<file path="src/sv/mbps_pkg.sv">
// Shared types and constants for the masked byte pattern search block.
// Holds the register map, the configuration bundle and the queue entry type.
// No dependencies; every other file imports this package.
package mbps_pkg;

    // Default sizes handed to the top level as parameter defaults
    localparam int MBPS_MAX_PATTERN  = 16;
    localparam int MBPS_ADDRESS_BITS = 32;

    // Fixed register and field widths
    localparam int MBPS_PAT_BITS  = 128;
    localparam int MBPS_CARE_BITS = 16;
    localparam int MBPS_LEN_BITS  = 5;
    localparam int MBPS_ADDR_OUT  = 32;
    localparam int MBPS_CFG_DATA  = 64;
    localparam int MBPS_CFG_IDX   = 3;

    // Register indexes on the configuration port
    localparam logic [MBPS_CFG_IDX-1:0] MBPS_REG_PAT_LO = 3'd0;
    localparam logic [MBPS_CFG_IDX-1:0] MBPS_REG_PAT_HI = 3'd1;
    localparam logic [MBPS_CFG_IDX-1:0] MBPS_REG_CARE   = 3'd2;
    localparam logic [MBPS_CFG_IDX-1:0] MBPS_REG_LEN    = 3'd3;
    localparam logic [MBPS_CFG_IDX-1:0] MBPS_REG_BASE   = 3'd4;

    // Register reset values
    localparam logic [MBPS_CARE_BITS-1:0] MBPS_CARE_RESET = 16'hFFFF;
    localparam logic [MBPS_LEN_BITS-1:0]  MBPS_LEN_RESET  = 5'd16;

    // Result queue between front and back
    localparam int MBPS_QDEPTH = 2;
    localparam int MBPS_QPTR_W = $clog2(MBPS_QDEPTH);
    localparam int MBPS_QCNT_W = $clog2(MBPS_QDEPTH + 1);

    // Configuration bundle seen by the datapath
    typedef struct packed {
        logic [MBPS_PAT_BITS-1:0]  pattern;
        logic [MBPS_CARE_BITS-1:0] care;
        logic [MBPS_LEN_BITS-1:0]  length;
        logic [MBPS_ADDR_OUT-1:0]  base;
    } mbps_cfg_t;

    // Classified outcome of one byte, waiting for address formation
    typedef struct packed {
        logic                     found;
        logic [MBPS_ADDR_OUT-1:0] offset;
    } mbps_res_t;

endpackage

</file>
<file path="src/sv/masked_byte_pattern_search.sv">
// A result beat passes through a queue entry and then the output register.
// Throughput: one byte per cycle unless the queue is full (combinational compare).
// A two-entry queue and the output register keep input flowing under output stalls.
// Reset (aresetn, synchronous, active low) empties the queue and output register,
// starts a fresh region, and returns the registers to their reset values.
module masked_byte_pattern_search #(
    parameter int MAX_PATTERN  = mbps_pkg::MBPS_MAX_PATTERN,
    parameter int ADDRESS_BITS = mbps_pkg::MBPS_ADDRESS_BITS
) (
    input  logic                               aclk,
    input  logic                               aresetn,
    // configuration write port
    input  logic                               cfg_wr_en,
    input  logic [mbps_pkg::MBPS_CFG_IDX-1:0]  cfg_addr,
    input  logic [mbps_pkg::MBPS_CFG_DATA-1:0] cfg_wr_data,
    // byte stream in
    input  logic                               s_tvalid,
    output logic                               s_tready,
    input  logic [7:0]                         s_tdata,   // [7:0] data_byte
    input  logic                               s_tlast,   // last_byte
    // result stream out
    output logic                               m_tvalid,
    input  logic                               m_tready,
    output logic [31:0]                        m_tdata,   // [31:0] match_address
    output logic [0:0]                         m_tuser    // [0] found
);
    import mbps_pkg::*;

    logic [63:0]               pat_lo_reg, pat_hi_reg;
    logic [MBPS_CARE_BITS-1:0] care_reg;
    logic [MBPS_LEN_BITS-1:0]  len_reg;
    logic [MBPS_ADDR_OUT-1:0]  base_reg;
    mbps_cfg_t                 cfg;
    logic                      q_full, q_valid, q_pop, push;
    mbps_res_t                 push_item, q_item;
    logic                      out_found;

    // Register writes
    always_ff @(posedge aclk) begin
        if (!aresetn) begin
            pat_lo_reg <= '0;
            pat_hi_reg <= '0;
            care_reg   <= MBPS_CARE_RESET;
            len_reg    <= MBPS_LEN_RESET;
            base_reg   <= '0;
        end else if (cfg_wr_en) begin
            case (cfg_addr)
                MBPS_REG_PAT_LO: begin
                    pat_lo_reg <= cfg_wr_data;
                end
                MBPS_REG_PAT_HI: begin
                    pat_hi_reg <= cfg_wr_data;
                end
                MBPS_REG_CARE: begin
                    care_reg <= cfg_wr_data[MBPS_CARE_BITS-1:0];
                end
                MBPS_REG_LEN: begin
                    len_reg <= cfg_wr_data[MBPS_LEN_BITS-1:0];
                end
                MBPS_REG_BASE: begin
                    base_reg <= cfg_wr_data[MBPS_ADDR_OUT-1:0];
                end
                default: begin
                end
            endcase
        end
    end

    assign cfg.pattern = {pat_hi_reg, pat_lo_reg};
    assign cfg.care    = care_reg;
    assign cfg.length  = len_reg;
    assign cfg.base    = base_reg;

    assign s_tready = !q_full;

    mbps_front #(
        .MAX_PATTERN (MAX_PATTERN)
    ) u_front (
        .aclk      (aclk),
        .aresetn   (aresetn),
        .cfg       (cfg),
        .in_valid  (s_tvalid),
        .in_ready  (s_tready),
        .in_byte   (s_tdata),
        .in_last   (s_tlast),
        .push      (push),
        .push_item (push_item)
    );

    mbps_queue u_queue (
        .aclk      (aclk),
        .aresetn   (aresetn),
        .push      (push),
        .push_item (push_item),
        .full      (q_full),
        .pop       (q_pop),
        .pop_valid (q_valid),
        .pop_item  (q_item)
    );

    mbps_back #(
        .ADDRESS_BITS (ADDRESS_BITS)
    ) u_back (
        .aclk      (aclk),
        .aresetn   (aresetn),
        .base      (cfg.base),
        .q_valid   (q_valid),
        .q_item    (q_item),
        .pop       (q_pop),
        .out_ready (m_tready),
        .out_valid (m_tvalid),
        .out_found (out_found),
        .out_addr  (m_tdata)
    );

    assign m_tuser = out_found;

endmodule

</file>
<file path="src/sv/mbps_front.sv">
// Front end: accepts bytes, keeps the sliding window and region state,
// and classifies each byte as match, end-without-match or nothing.
// Depends on mbps_pkg.
module mbps_front #(
    parameter int MAX_PATTERN = mbps_pkg::MBPS_MAX_PATTERN
) (
    input  logic              aclk,
    input  logic              aresetn,
    input  mbps_pkg::mbps_cfg_t cfg,
    input  logic              in_valid,
    input  logic              in_ready,
    input  logic [7:0]        in_byte,
    input  logic              in_last,
    output logic              push,
    output mbps_pkg::mbps_res_t push_item
);
    import mbps_pkg::*;

    localparam int LEN_W = $clog2(MAX_PATTERN + 1);
    localparam int IDX_W = (MAX_PATTERN > 1) ? $clog2(MAX_PATTERN) : 1;
    localparam int POS_W = LEN_W + 1;
    localparam logic [LEN_W-1:0] MAX_LEN = LEN_W'(MAX_PATTERN);

    logic [7:0]               window_reg [MAX_PATTERN];
    logic [7:0]               shifted    [MAX_PATTERN];
    logic [MBPS_ADDR_OUT-1:0] seen_reg, seen_next, seen_inc;
    logic                     done_reg, done_next;
    logic [LEN_W-1:0]         len;
    logic [MAX_PATTERN-1:0]   pos_ok;
    logic                     hit;
    logic                     accept;

    assign accept = in_valid && in_ready;

    // Clamp the configured length into 1..MAX_PATTERN
    always_comb begin
        if (cfg.length == '0) begin
            len = LEN_W'(1);
        end else if (cfg.length > MBPS_LEN_BITS'(MAX_PATTERN)) begin
            len = MAX_LEN;
        end else begin
            len = cfg.length[LEN_W-1:0];
        end
    end

    // Window after taking this byte, newest in the top entry
    always_comb begin
        for (int i = 0; i < MAX_PATTERN - 1; i++) begin
            shifted[i] = window_reg[i + 1];
        end
        shifted[MAX_PATTERN-1] = in_byte;
    end

    // Saturating byte count of the region
    assign seen_inc = (&seen_reg) ? seen_reg : seen_reg + MBPS_ADDR_OUT'(1);

    // Compare each pattern position against its aligned window byte
    always_comb begin
        logic [POS_W-1:0] pos;
        for (int k = 0; k < MAX_PATTERN; k++) begin
            pos = POS_W'(MAX_PATTERN) - POS_W'(len) + POS_W'(k);
            pos_ok[k] = (POS_W'(k) >= POS_W'(len)) || !cfg.care[k] ||
                        (shifted[pos[IDX_W-1:0]] == cfg.pattern[8*k +: 8]);
        end
    end

    assign hit = (&pos_ok) && (seen_inc >= MBPS_ADDR_OUT'(len));

    // Hand a result to the queue on a match or at the end of the region
    assign push             = accept && !done_reg && (hit || in_last);
    assign push_item.found  = hit;
    assign push_item.offset = seen_inc - MBPS_ADDR_OUT'(len);

    // Region state: clear on the last beat, freeze once matched
    always_comb begin
        seen_next = seen_reg;
        done_next = done_reg;
        if (accept) begin
            if (in_last) begin
                seen_next = '0;
                done_next = 1'b0;
            end else if (!done_reg) begin
                seen_next = seen_inc;
                done_next = hit;
            end
        end
    end

    always_ff @(posedge aclk) begin
        if (!aresetn) begin
            seen_reg <= '0;
            done_reg <= 1'b0;
        end else begin
            seen_reg <= seen_next;
            done_reg <= done_next;
        end
    end

    // Advance the window; bytes after a match are dropped
    always_ff @(posedge aclk) begin
        if (accept && !done_reg) begin
            for (int i = 0; i < MAX_PATTERN; i++) begin
                window_reg[i] <= shifted[i];
            end
        end
    end

`ifndef ASSERT_OFF
    a_notfound_only_at_end: assert property (@(posedge aclk) disable iff (!aresetn)
        (push && !push_item.found) |-> in_last)
        else $error("not-found result raised before the end of the region");

    a_match_freezes: assert property (@(posedge aclk) disable iff (!aresetn)
        (push && push_item.found && !in_last) |=> done_reg)
        else $error("region not frozen after a match");
`endif

endmodule

</file>
<file path="src/sv/mbps_queue.sv">
// Short result queue decoupling the classifying front from the output back.
// Two entries, so the front keeps taking a beat every cycle while one waits.
// Depends on mbps_pkg.
module mbps_queue (
    input  logic                aclk,
    input  logic                aresetn,
    input  logic                push,
    input  mbps_pkg::mbps_res_t push_item,
    output logic                full,
    input  logic                pop,
    output logic                pop_valid,
    output mbps_pkg::mbps_res_t pop_item
);
    import mbps_pkg::*;

    mbps_res_t              entry_reg [MBPS_QDEPTH];
    logic [MBPS_QPTR_W-1:0] wr_ptr_reg, wr_ptr_next;
    logic [MBPS_QPTR_W-1:0] rd_ptr_reg, rd_ptr_next;
    logic [MBPS_QCNT_W-1:0] count_reg, count_next;
    logic                   do_push, do_pop;

    assign full      = (count_reg == MBPS_QCNT_W'(MBPS_QDEPTH));
    assign pop_valid = (count_reg != '0);
    assign pop_item  = entry_reg[rd_ptr_reg];
    assign do_push   = push && !full;
    assign do_pop    = pop && pop_valid;

    // Advance pointers and occupancy
    always_comb begin
        wr_ptr_next = do_push ? wr_ptr_reg + MBPS_QPTR_W'(1) : wr_ptr_reg;
        rd_ptr_next = do_pop  ? rd_ptr_reg + MBPS_QPTR_W'(1) : rd_ptr_reg;
        count_next  = count_reg;
        if (do_push && !do_pop) begin
            count_next = count_reg + MBPS_QCNT_W'(1);
        end else if (do_pop && !do_push) begin
            count_next = count_reg - MBPS_QCNT_W'(1);
        end
    end

    always_ff @(posedge aclk) begin
        if (!aresetn) begin
            wr_ptr_reg <= '0;
            rd_ptr_reg <= '0;
            count_reg  <= '0;
        end else begin
            wr_ptr_reg <= wr_ptr_next;
            rd_ptr_reg <= rd_ptr_next;
            count_reg  <= count_next;
        end
    end

    // Store the entry
    always_ff @(posedge aclk) begin
        if (do_push) begin
            entry_reg[wr_ptr_reg] <= push_item;
        end
    end

`ifndef ASSERT_OFF
    a_count_bound: assert property (@(posedge aclk) disable iff (!aresetn)
        count_reg <= MBPS_QCNT_W'(MBPS_QDEPTH))
        else $error("result queue occupancy out of range");
`endif

endmodule

</file>
<file path="src/sv/mbps_back.sv">
// Back end: forms the match address from base and offset and holds the
// result in the output register until the sink takes it.
// Depends on mbps_pkg.
module mbps_back #(
    parameter int ADDRESS_BITS = mbps_pkg::MBPS_ADDRESS_BITS
) (
    input  logic                aclk,
    input  logic                aresetn,
    input  logic [31:0]         base,
    input  logic                q_valid,
    input  mbps_pkg::mbps_res_t q_item,
    output logic                pop,
    input  logic                out_ready,
    output logic                out_valid,
    output logic                out_found,
    output logic [31:0]         out_addr
);
    import mbps_pkg::*;

    localparam int ADDR_W = (ADDRESS_BITS < MBPS_ADDR_OUT) ? ADDRESS_BITS : MBPS_ADDR_OUT;
    localparam logic [MBPS_ADDR_OUT-1:0] ADDR_MASK =
        MBPS_ADDR_OUT'((64'd1 << ADDR_W) - 64'd1);

    logic                     out_valid_reg, out_valid_next;
    logic                     found_reg;
    logic [MBPS_ADDR_OUT-1:0] addr_reg, addr_sum;

    // Take the next entry when the output register is empty or draining
    assign pop      = q_valid && (!out_valid_reg || out_ready);
    assign addr_sum = (base + q_item.offset) & ADDR_MASK;

    always_comb begin
        out_valid_next = out_valid_reg;
        if (pop) begin
            out_valid_next = 1'b1;
        end else if (out_ready) begin
            out_valid_next = 1'b0;
        end
    end

    always_ff @(posedge aclk) begin
        if (!aresetn) begin
            out_valid_reg <= 1'b0;
        end else begin
            out_valid_reg <= out_valid_next;
        end
    end

    // Load the result; a miss carries address zero
    always_ff @(posedge aclk) begin
        if (pop) begin
            found_reg <= q_item.found;
            addr_reg  <= q_item.found ? addr_sum : '0;
        end
    end

    assign out_valid = out_valid_reg;
    assign out_found = found_reg;
    assign out_addr  = addr_reg;

`ifndef ASSERT_OFF
    a_miss_zero_addr: assert property (@(posedge aclk) disable iff (!aresetn)
        (out_valid_reg && !found_reg) |-> (addr_reg == '0))
        else $error("not-found result with non-zero address");
`endif

endmodule
</file>
<file path="config.mk">
export PLATFORM = sky130hd
export DESIGN_NAME = masked_byte_pattern_search
export DESIGN_NICKNAME = d
export VERILOG_FILES = /design/src/sv/mbps_pkg.sv /design/src/sv/masked_byte_pattern_search.sv /design/src/sv/mbps_front.sv /design/src/sv/mbps_queue.sv /design/src/sv/mbps_back.sv
export SDC_FILE = /design/constraint.sdc
export NUM_CORES = 1
export LEC_CHECK = 0
export BUFFER_PORTS_ARGS = -buffer_cell sky130_fd_sc_hd__buf_2
export CAP_MARGIN = 10
export CORE_UTILIZATION = 45
export CTS_CLUSTER_DIAMETER = 150
export DETAILED_ROUTE_END_ITERATION = 10
export PLACE_DENSITY_LB_ADDON = 0.2
export SLEW_MARGIN = 0
export SYNTH_ARGS = -nofsm -noshare
export SYNTH_HDL_FRONTEND = slang
export SYNTH_SLANG_ARGS = --single-unit
</file>
<file path="constraint.sdc">
create_clock -name aclk -period 11.86 [get_ports aclk]
set_input_delay 0.593 -clock aclk [delete_from_list [all_inputs] [get_ports aclk]]
set_output_delay 0.593 -clock aclk [all_outputs]
set_load 0.05 [all_outputs]
</file>
==> results_dict.tcl <==
set metrics [dict create \
    layout.cells.non_filler 3527 \
    power.leakage_nw 10.58 \
    max-clock-path-buffers 3 \
    synthTopCellsByArea "edfxtp_1, dfxtp_1, mux4_2" \
    dpl.hpwl_mm 62.16 \
    clock_latency_ns 0.62 \
    grt_max_degree 105 \
    clkPwrFrac 0.330 \
    worstPathMaxFanout 67 \
    powerDensity_nw_per_um2 164.7 \
    finClkSkew_ns 0.02221 \
    firstDrtPassIters 6 \
    fmax_mhz 153.7 \
    ys_ff_latch 439 \
    drtIter0Drc 2415 \
    p_sw_mw 1.654 \
    pin_count 116 \
    synth_async_sr_flop_share 0 \
    cts_tree "built" \
    p_comb_frac 0.268 \
    path_clk_slew_ns 0.06 \
    ir_worst_vdd_mv 0.1750 \
    critical_path_class "reg -> reg" \
    grt_pass1_vias 20000 \
    switching_share 0.3371 \
    gr-total-overflow 0 \
    fp-row-count 89 \
    layout_min_cycle_time_ns 6.508 \
    cts_resized 0 \
    synth_nets 2824 \
    drtAntennaViolNets 0 \
    area_growth_syn_to_layout_pct 10.89 \
    start_util 0.4551 \
    grt_usage 0.2800 \
    numPortBuffers 115 \
    cp.required_ns 12.12 \
    fin_total_pwr_mw 4.907 \
    yosysTopAreaCellShare 0.2448 \
    post-cts-setup-buffers 0 \
    cts_buffers 50 \
    core_um2 59020 \
    clock-root-buffer "clkbuf_16" \
    viasPerCell 6.145 \
    drive_gt1_frac 0.1670 \
    hold_buffers 0 \
    status "finished, final reports clean" \
    internal_power_mw 3.253 \
    maxCapViolCount 0 \
    setup-tns-final_ns 0 \
    routabilityCongestion 1.002 \
    wirelength_mm 85.26 \
    synth_cells 2691 \
    max-slew-margin-rel 0.1126 \
    die-area_um2 60670 \
    die_y_um 246.3 \
    num_vias 21673 \
    largest_register_ffs 120 \
    yosys_warnings 0 \
    nFillCells 5349 \
    yosys.cell_types.count 82 \
    post-route-drc-count 0 \
    crit_arrival_ns 6.77 \
    setup_viol 0 \
    hold_path_class "in -> reg" \
    slew_viol_final 0 \
    n_antenna_cell 0 \
    avgSynthCellArea_um2 9.982 \
    regArea_um2 10980 \
    antenna_found_initial 1 \
    worstMarginPinSlew_ns 1.326 \
    htreeDepth 2 \
    wl_per_cell_um 24.17 \
    nets 2846 \
    grt_pass1_wl_mm 127.5 \
    dp.cells 3433 \
    clkSinkCount 439 \
    multi_input_area_um2 15110 \
    yosysSeqAreaShare 0.4088 \
    yosysTopAreaCell "edfxtp_1" \
    pwr-share-seq 0.402 \
    finalHoldViolCount 0 \
    grt_setup_unrepaired "no" \
    syn-cell-area_um2 26860 \
    startpoint_type "register" \
    holdWs_ns 0.2286 \
    post-route-period-util 0.5487 \
    die_w_um 246.3 \
    worstSetupEndpointType "register" \
    ys_dominant_reg_cell "dfxtp_1" \
    synth_edf_count 219 \
]
Yosys cell counts (all sizes together) (39+ instances only):
cell    count
ha         50
nand3      46
and3       42
mux2i     202
nor2      139
nand4      39
buf        61
nand2     574
xnor2     149
dfxtp     220
xor2       62
a21oi     232
mux2       48
o21ai      57
mux4      140
clkbuf    120
edfxtp    219
layer usage:
metal,track usage,share of wire,vias to the layer above
li1,-,-,9812
met5,0,0,-
met4,0.07317,0.023,0
met2,0.4165,0.43,996
met1,0.4139,0.45,10745
met3,0.05403,0.096,120
critical path, cell delays in order (launching register included):
cell and delay (ns):
dfxtp_1 0.30, buf_4 0.26, nor3_1 0.27, o21a_4 0.71, inv_4 0.04, ha_2 0.38, buf_4 0.69, ha_1 0.74
mux2_2 0.42, mux2i_1 0.17, xor2_1 0.34, nand4_1 0.17, o221ai_1 0.22, nand4_1 0.27, nor4b_1 0.34, a22o_1 0.25
nor2b_2 0.16, buf_4 0.38
power groups by stage:
stage | clock network (mW) | logic (mW) | registers, mW
6_report | 1.62 | 1.31 | 1.97
3_3_place_gp | 0 | 1.28 | 1.99
5_1_grt | 1.71 | 1.40 | 2.00
4_1_cts | 1.65 | 1.30 | 1.97
3_5_place_dp | 0 | 1.30 | 2.00
2_1_floorplan | 0 | 0.763 | 2.12
stage by stage:
step           worst slack (ns)  area, µm²  utilization
3_5_place_dp              5.059      28040       0.4750
4_1_cts                   5.042      29770       0.5044
2_1_floorplan             3.103      26860            -
5_1_grt                   5.000      29780       0.5047
3_3_place_gp              5.125      28020       0.4748
6_report                  5.352      29780       0.5047
worst paths after layout:
kind,startpoint,endpoint,slack (ns),cells after the start
setup / recovery,len_reg[1],u_queue.entry_reg[0][7],5.35,17
hold / removal,cfg_wr_data[33],pat_lo_reg[33],0.23,3
setup reg to reg,len_reg[1],u_queue.entry_reg[0][7],5.35,17
hold reg to reg,base_reg[0],base_reg[0],0.46,2
kinds of logic (layout without fill, tap and decap cells):
family,count (synthesis),count (layout),synth area share
simple gates,943,943,0.1544
buf+inv,213,276,0.03158
xor+xnor,211,211,0.06936
mux,390,390,0.2128
fa+ha+maj,52,52,0.02478
compound gates,443,443,0.09833
flops,439,439,0.4088
placed cells by master, fill, tap and decap left out, types with 34 or more instances in the layout:
cell type / count
xnor2_1: 145
mux2_2: 48
dfxtp_1: 220
a31oi_1: 38
nand4_1: 38
buf_2: 115
clkbuf_16: 51
mux2i_1: 200
and3_1: 42
edfxtp_1: 219
nand3_1: 46
nand2_1: 571
buf_4: 34
nor2_1: 137
a21oi_1: 231
ha_1: 49
mux4_2: 140
o21ai_0: 57
xor2_1: 62
layout make-up:
class	count	area share
clock buffer	61	0.04545
clock inverter	32	0.01277
inverter	32	0.004285
multi-input combinational	2039	0.5075
sequential	439	0.3687
tap	773	0.03247
timing repair buffer	151	0.02890
No activity file was read; power rests on OpenSTA's default activity.
